**src/design/twtm_pkg.sv**
```systemverilog
// Shared types and constants for the timing wheel timer manager.
package twtm_pkg;
    localparam int WHEEL_SLOTS = 8192;
    localparam int NUM_TIMERS  = 32;
    localparam int POS_W = $clog2(WHEEL_SLOTS);
    localparam int KEY_W = 5;
    localparam int IDX_W = (NUM_TIMERS > 1) ? $clog2(NUM_TIMERS) : 1;
    localparam int CNT_W = $clog2(NUM_TIMERS + 1);

    localparam logic [1:0] OP_TICK   = 2'd0;
    localparam logic [1:0] OP_ADD    = 2'd1;
    localparam logic [1:0] OP_STOP   = 2'd2;
    localparam logic [1:0] OP_UNUSED = 2'd3;

    localparam logic [1:0] KIND_ADD_OK   = 2'd0;
    localparam logic [1:0] KIND_ADD_FULL = 2'd1;
    localparam logic [1:0] KIND_STOP     = 2'd2;
    localparam logic [1:0] KIND_EXPIRED  = 2'd3;

    typedef struct packed {
        logic [1:0]  operation;
        logic [12:0] period;
        logic        repeat_req;
        logic [4:0]  key;
        logic [31:0] user_tag;
    } cmd_t;

    localparam int CMD_W = $bits(cmd_t);
endpackage

```
**src/design/twtm_front.sv**
```systemverilog
// Front end: takes input words, drops unused codes, and queues commands.
module twtm_front
    import twtm_pkg::*;
(
    input  logic        clk,
    input  logic        rst_n,
    input  logic        in_valid,
    output logic        in_stall,
    input  cmd_t        in_cmd,
    output logic        q_valid,
    input  logic        q_pop,
    output cmd_t        q_cmd
);
    // Two-entry queue decouples acceptance from execution.
    cmd_t       mem_reg [2];
    logic       wr_ptr_reg, rd_ptr_reg;
    logic [1:0] cnt_reg, cnt_next;
    logic       push;

    assign in_stall = (cnt_reg == 2'd2);
    assign push     = in_valid && !in_stall && (in_cmd.operation != OP_UNUSED);
    assign q_valid  = (cnt_reg != 2'd0);
    assign q_cmd    = mem_reg[rd_ptr_reg];

    always_comb
    begin
        cnt_next = cnt_reg + {1'b0, push} - {1'b0, q_pop};
    end

    always_ff @(posedge clk)
    begin
        if (push)
        begin
            mem_reg[wr_ptr_reg] <= in_cmd;
        end
    end

    always_ff @(posedge clk or negedge rst_n)
    begin
        if (!rst_n)
        begin
            wr_ptr_reg <= 1'b0;
            rd_ptr_reg <= 1'b0;
            cnt_reg    <= 2'd0;
        end
        else
        begin
            if (push)
            begin
                wr_ptr_reg <= !wr_ptr_reg;
            end
            if (q_pop)
            begin
                rd_ptr_reg <= !rd_ptr_reg;
            end
            cnt_reg <= cnt_next;
        end
    end
endmodule

```
**src/design/twtm_back.sv**
```systemverilog
// Back end: slot pool, wheel position, and the per-slot scan sequencer.
module twtm_back
    import twtm_pkg::*;
(
    input  logic        clk,
    input  logic        rst_n,
    input  logic        cfg_we,
    input  logic        cfg_wdata,
    input  logic        q_valid,
    output logic        q_pop,
    input  cmd_t        q_cmd,
    output logic        out_valid,
    input  logic        out_stall,
    output logic [1:0]  kind,
    output logic [4:0]  key_res,
    output logic        was_active,
    output logic [31:0] user_tag_res,
    output logic        last
);
    typedef enum logic [4:0] {
        S_IDLE = 5'b00001,
        S_FIND = 5'b00010,
        S_SCAN = 5'b00100,
        S_EMIT = 5'b01000,
        S_RESP = 5'b10000
    } state_t;

    state_t state_reg;
    logic        enabled_reg;
    logic [NUM_TIMERS-1:0] active_reg;
    logic [POS_W-1:0] spos_reg [NUM_TIMERS];
    logic [12:0]      sper_reg [NUM_TIMERS];
    logic             srep_reg [NUM_TIMERS];
    logic [31:0]      stag_reg [NUM_TIMERS];
    logic [POS_W-1:0] wheel_reg;
    logic [CNT_W-1:0] idx_reg;
    logic [NUM_TIMERS-1:0] hit_reg;
    cmd_t        cmd_reg;

    logic [IDX_W-1:0] idx;
    logic [POS_W-1:0] next_pos;
    logic [NUM_TIMERS-1:0] later_mask;
    logic             is_last;

    assign idx      = idx_reg[IDX_W-1:0];
    assign next_pos = wheel_reg + POS_W'(1);
    assign q_pop    = (state_reg == S_IDLE) && q_valid && !cfg_we;

    always_comb
    begin
        later_mask = '0;
        for (int i = 0; i < NUM_TIMERS; i++)
        begin
            later_mask[i] = (i > int'(idx));
        end
    end
    assign is_last = ((hit_reg & later_mask) == '0);

    always_ff @(posedge clk)
    begin
        if (state_reg == S_FIND && !active_reg[idx] && idx_reg < CNT_W'(NUM_TIMERS)
            && enabled_reg)
        begin
            spos_reg[idx] <= wheel_reg + POS_W'(cmd_reg.period);
            sper_reg[idx] <= cmd_reg.period;
            srep_reg[idx] <= cmd_reg.repeat_req;
            stag_reg[idx] <= cmd_reg.user_tag;
        end
        if (state_reg == S_EMIT && hit_reg[idx] && (!out_valid || !out_stall)
            && srep_reg[idx])
        begin
            spos_reg[idx] <= next_pos + POS_W'(sper_reg[idx]);
        end
        if (q_pop)
        begin
            cmd_reg <= q_cmd;
        end
    end

    always_ff @(posedge clk or negedge rst_n)
    begin
        if (!rst_n)
        begin
            state_reg    <= S_IDLE;
            enabled_reg  <= 1'b0;
            active_reg   <= '0;
            wheel_reg    <= '0;
            idx_reg      <= '0;
            hit_reg      <= '0;
            out_valid    <= 1'b0;
            kind         <= KIND_ADD_OK;
            key_res      <= '0;
            was_active   <= 1'b0;
            user_tag_res <= '0;
            last         <= 1'b0;
        end
        else
        begin
            if (out_valid && !out_stall)
            begin
                out_valid <= 1'b0;
            end
            if (cfg_we)
            begin
                enabled_reg <= cfg_wdata;
                if (!cfg_wdata)
                begin
                    active_reg <= '0;
                    wheel_reg  <= '0;
                end
            end
            unique case (state_reg)
                S_IDLE:
                begin
                    idx_reg <= '0;
                    hit_reg <= '0;
                    if (q_pop)
                    begin
                        unique case (q_cmd.operation)
                            OP_TICK: state_reg <= enabled_reg ? S_SCAN : S_IDLE;
                            OP_ADD:  state_reg <= S_FIND;
                            default: state_reg <= S_RESP;
                        endcase
                    end
                end
                S_FIND:
                begin
                    // The result fields are loaded only once a waiting word has left.
                    if (!enabled_reg || idx_reg == CNT_W'(NUM_TIMERS))
                    begin
                        if (!out_valid || !out_stall)
                        begin
                            kind      <= KIND_ADD_FULL;
                            key_res   <= '0;
                            state_reg <= S_RESP;
                        end
                    end
                    else if (!active_reg[idx])
                    begin
                        if (!out_valid || !out_stall)
                        begin
                            active_reg[idx] <= 1'b1;
                            kind      <= KIND_ADD_OK;
                            key_res   <= KEY_W'(idx);
                            state_reg <= S_RESP;
                        end
                    end
                    else
                    begin
                        idx_reg <= idx_reg + CNT_W'(1);
                    end
                end
                S_SCAN:
                begin
                    // One slot a cycle builds the hit mask for this position.
                    if (idx_reg == CNT_W'(NUM_TIMERS))
                    begin
                        idx_reg <= '0;
                        if (hit_reg == '0)
                        begin
                            wheel_reg <= next_pos;
                            state_reg <= S_IDLE;
                        end
                        else
                        begin
                            state_reg <= S_EMIT;
                        end
                    end
                    else
                    begin
                        hit_reg[idx] <= active_reg[idx] && (spos_reg[idx] == wheel_reg);
                        idx_reg <= idx_reg + CNT_W'(1);
                    end
                end
                S_EMIT:
                begin
                    if (!hit_reg[idx])
                    begin
                        idx_reg <= idx_reg + CNT_W'(1);
                    end
                    else if (!out_valid || !out_stall)
                    begin
                        out_valid    <= 1'b1;
                        kind         <= KIND_EXPIRED;
                        key_res      <= KEY_W'(idx);
                        was_active   <= 1'b0;
                        user_tag_res <= stag_reg[idx];
                        last         <= is_last;
                        hit_reg[idx] <= 1'b0;
                        if (!srep_reg[idx])
                        begin
                            active_reg[idx] <= 1'b0;
                        end
                        idx_reg <= idx_reg + CNT_W'(1);
                        if (is_last)
                        begin
                            wheel_reg <= next_pos;
                            state_reg <= S_IDLE;
                        end
                    end
                end
                S_RESP:
                begin
                    if (!out_valid || !out_stall)
                    begin
                        out_valid    <= 1'b1;
                        user_tag_res <= '0;
                        last         <= 1'b0;
                        was_active   <= 1'b0;
                        if (cmd_reg.operation == OP_STOP)
                        begin
                            kind    <= KIND_STOP;
                            key_res <= cmd_reg.key;
                            if (int'(cmd_reg.key) < NUM_TIMERS &&
                                active_reg[cmd_reg.key[IDX_W-1:0]])
                            begin
                                was_active <= 1'b1;
                                active_reg[cmd_reg.key[IDX_W-1:0]] <= 1'b0;
                            end
                        end
                        state_reg <= S_IDLE;
                    end
                end
                default: state_reg <= S_IDLE;
            endcase
        end
    end
endmodule

```
**src/design/timing_wheel_timer_manager_top.sv**
```systemverilog
// Top level of the timing wheel timer manager.
// The back end takes one word at a time: an add walks past busy slots to the first free one,
// and a tick scans all 32 slots to build its hit mask before it emits expiries in key order.
// A two-word queue lets the front keep accepting while a result waits.
// Reset (rst_n, asynchronous, low) disables the wheel, frees all slots, sets position 0.
module timing_wheel_timer_manager_top
    import twtm_pkg::*;
(
    input  logic        clk,
    input  logic        rst_n,
    input  logic        cfg_we,
    input  logic        cfg_wdata,
    input  logic        in_valid,
    output logic        in_stall,
    input  logic [1:0]  operation,
    input  logic [12:0] period,
    input  logic        repeat_req,
    input  logic [4:0]  key,
    input  logic [31:0] user_tag,
    output logic        out_valid,
    input  logic        out_stall,
    output logic [1:0]  kind,
    output logic [4:0]  key_res,
    output logic        was_active,
    output logic [31:0] user_tag_res,
    output logic        last
);
    cmd_t in_cmd, q_cmd;
    logic q_valid, q_pop;

    // Pack the input word fields into one command.
    assign in_cmd = '{operation: operation, period: period, repeat_req: repeat_req,
                      key: key, user_tag: user_tag};

    twtm_front u_front (
        .clk(clk), .rst_n(rst_n), .in_valid(in_valid), .in_stall(in_stall),
        .in_cmd(in_cmd), .q_valid(q_valid), .q_pop(q_pop), .q_cmd(q_cmd)
    );

    twtm_back u_back (
        .clk(clk), .rst_n(rst_n), .cfg_we(cfg_we), .cfg_wdata(cfg_wdata),
        .q_valid(q_valid), .q_pop(q_pop), .q_cmd(q_cmd),
        .out_valid(out_valid), .out_stall(out_stall), .kind(kind),
        .key_res(key_res), .was_active(was_active),
        .user_tag_res(user_tag_res), .last(last)
    );
endmodule

```
**config.mk**
```make
export PLATFORM = sky130hd
export DESIGN_NAME = timing_wheel_timer_manager_top
export DESIGN_NICKNAME = d
export VERILOG_FILES = /design/src/design/twtm_pkg.sv /design/src/design/twtm_front.sv /design/src/design/twtm_back.sv /design/src/design/timing_wheel_timer_manager_top.sv
export SDC_FILE = /design/constraint.sdc
export NUM_CORES = 2
export LEC_CHECK = 0
export ABC_AREA = 1
export BUFFER_PORTS_ARGS = -buffer_cell sky130_fd_sc_hd__buf_4
export CAP_MARGIN = 5
export CORE_MARGIN = 3
export CORE_UTILIZATION = 45
export CTS_BUF_LIST = sky130_fd_sc_hd__clkbuf_2 sky130_fd_sc_hd__clkbuf_4 sky130_fd_sc_hd__clkbuf_8
export CTS_CLUSTER_SIZE = 16
export DETAILED_ROUTE_END_ITERATION = 8
export PLACE_DENSITY = 0.68
export SLEW_MARGIN = 0
export SYNTH_ARGS = -nofsm -noshare
export SYNTH_HDL_FRONTEND = slang
export SYNTH_SLANG_ARGS = --single-unit
export TNS_END_PERCENT = 100
```
**constraint.sdc**
```tcl
create_clock -name clk -period 6 [get_ports clk]
set_input_delay 0.9 -clock clk [delete_from_list [all_inputs] [get_ports clk]]
set_output_delay 0.9 -clock clk [all_outputs]
set_load 0.02 [all_outputs]
```
==> results.md <==
* Reg clk slew, reported paths at 0.06 ns
* Relative slew slack at 11.8%
* Detailed Place HPWL at 160,000 µm
* Most frequent cells in the layout: edfxtp_1 (2,047), nand2_1 (1,291), nor2_1 (1,078), o21ai_0 (797), inv_1 (384)
* Highest metal layer with signal wires: met5
* Syn. warnings at 0
* Htree depth at 5
* Post-layout util at 51.6%
* RSZ-0062 raised after global routing: no
* Clock Path Buffers at 4
* CP max stage cell: dfrtp_4
* Post-CTS Setup Bufs at 0
* Commonest non-fill, non-tap cell in the layout: edfxtp_1
* Share of cells above drive strength 1 at 12.3%
* Max VDD drop at 0.000301 V
* Fin. Hold Viols at 0
* Clk sinks at 2,182
* Clock skew at 0.0996 ns
* Leakage at 36.0 nW
* Via count at 62,500
* Core Region at 0.198 mm²
* HP Class: input port to flop
* Power Density at 399 mW/mm²
* Wirelength per Cell at 26.0 µm
* Vias/cell at 5.83
* Status: completed
* I/O pin cnt at 102
* Hold WS at 0.0974 ns
* HP Start: period[2]
* Die H at 453 µm
* Area grow syn2layout at 13.7%
* Row Count at 163
* Max-cap check violation count at 0
* Final setup fails at 0
* Area contributors post-synth: edfxtp_1 (68%), nand2_1 (5.4%), nor2_1 (4.7%), o21ai_0 (4.5%), dfrtp_1 (3.7%)
* Initial antenna violation count at 12
* RePlAce Congestion at 0.960
* Initial drt markers at 9,448
* Max reg flops at 1,024
* Post_cts resized at 0
* Tot GR Track Use at 26.7%
* WP data arrival at 6.33 ns
* CP Class: flop to flop
* Syn avg cell area at 12.0 µm²
* CTS tree: done
* Post-DRT Antenna Nets at 0
* Met3 WL at 30,600 µm
* Worst-Skew Late Latency at 1.10 ns
* Worst-Margin Slew at 1.32 ns
* Metal-1 WL at 109,000 µm
* Filler cells at 16,800
* TritonCTS buffer count at 366
* Die width at 453 µm
* Required time of the critical path at 6.96 ns
* Post-Syn Instances at 7,496
* Final Critical Period at 5.37 ns
* Largest net degree at the start of global routing at 183
* Wirelength, routed at 279,000 µm
* CP startpoint: u_back.idx_reg[0]
* Setup TNS at 0 ns
* Max-slew violations at 0
* DIE AREA at 0.205 mm²
* Post-synth top area share at 68.5%
* Nets at 7,921
* Distinct cells, synth at 52
* Post-synth EDFFs at 2,047
* R2R setup slack at 0.63 ns
* Global-route wire length before repair at 406,000 µm
* Slowest Stage Delay on Critical Path at 0.81 ns
* Overflow after GRT at 0
* Reg2reg start: u_back.idx_reg[0]
* Cell Area, Synth at 0.0898 mm²
* Initial Utilization at 45.4%
* Fin crit share at 89.5%
* Cell mode on critical path: nand2_1
* I/O Buffers at 101
* Most used DFF post-synth: edfxtp_1
* Fmax at 0.186 GHz
* Crit. End Element: flop
* Hold_buf cts at 50
* Vias in the first global route at 60,100
* CTS root buffer: clkbuf_8
* DR DRC count at 0
* Crit Path Max Fanout at 149
* Synth async-reset ratio at 6.19%
* Startpoint Class: flop
* Number of synthesized register bits at 2,182
* Seq/Total Area, Yosys at 72.3%
* Initial DRT Pass Iterations at 6
* Worst path cell trace: buf_4 > buf_12 > buf_4 > nand2_1 > nand3_1 > nand2_1 > inv_1 > nand2_1 > nand2_1 > nand2_1 > o21ai_0 > nand2_1 > nor2_1 > nand2_1 > nor2_4 > nand3_1 > a21oi_1
* Leading area contributor after synthesis: edfxtp_1
* Mapped Nets at 7,589
* DR WL met2 at 127,000 µm
## layout make-up
class	instances	area, µm²	share of cell area (%)
sequential	2182	64900	63.5
multi-input combinational	4486	21900	21.4
clock buffer	471	5850	5.73
timing repair buffer	387	3670	3.59
tap	2640	3300	3.24
inverter	405	1540	1.51
clock inverter	157	986	0.966
antenna	6	15.0	0.0147
## per-stage QoR
stage,power (mW),setup slack (ns),cell area [µm²],instances
6_report,40.7,0.630,102000,10700
5_1_grt,42.4,0.516,102000,10700
4_1_cts,40.7,0.798,102000,10700
3_5_place_dp,28.2,0.803,94700,10000
3_3_place_gp,28.0,0.793,94700,10000
2_1_floorplan,24.8,0.763,89800,7496
## power by group
group	total (mW)	leakage [nW]	switching, mW	internal, mW
logic	8.41	12.1	6.24	2.18
clock network	12.6	3.63	5.83	6.82
registers	19.7	20.2	1.08	18.6
## worst max-delay path, delay by kind of cell, from the launching register on
kind	cells	cell delay, ns
AOI/OAI and AO/OA	2	0.77
DFF	1	0.81
buffers and inverters	4	1.61
and+or+nand+nor	11	2.06
## metal layers
metal  GRT usage (%)  vias to the layer above
met3            5.66                      622
met1            36.7                    30500
li1                -                    27400
met2            41.3                     3962
met5               0                        -
met4            11.5                        4
## Yosys cell counts (15+ instances only)
| master | n |
|---|---|
| dfrtp_1 | 134 |
| ha_1 | 32 |
| o2111ai_1 | 118 |
| o21ai_1 | 93 |
| buf_4 | 23 |
| a22oi_1 | 167 |
| o31ai_1 | 15 |
| o211ai_1 | 37 |
| o22ai_1 | 84 |
| nand2_1 | 1293 |
| xor2_1 | 17 |
| a21oi_1 | 133 |
| nor3_1 | 52 |
| o21a_1 | 73 |
| nand4_1 | 43 |
| nand3_1 | 261 |
| or2_2 | 25 |
| clkbuf_1 | 238 |
| edfxtp_1 | 2047 |
| inv_1 | 388 |
| o21ai_0 | 803 |
| a22o_1 | 19 |
| nor2_1 | 1121 |
| buf_2 | 120 |
| buf_1 | 28 |
## worst paths after layout
kind,end,cells past startpoint
worst max-delay path,u_back.hit_reg[31],17
worst min-delay path,u_front.mem_reg[0][40],1
worst max register to register,u_back.hit_reg[31],17
worst min register to register,u_back.cmd_reg[20],2
max in group asynchronous,u_back.user_tag_res[11],3
min in group asynchronous,u_back.active_reg[10],2
## cell families after synthesis
| logic type | share of synthesized area [%] |
|---|---|
| AND/OR/NAND/NOR | 12.7 |
| flip-flops | 72.3 |
| XOR/XNOR | 0.244 |
| adder cells (fa/ha/maj) | 0.491 |
| buffers and inverters | 3.85 |
| AO/OA/AOI/OAI | 10.5 |
(Power assumes the default switching activity.)
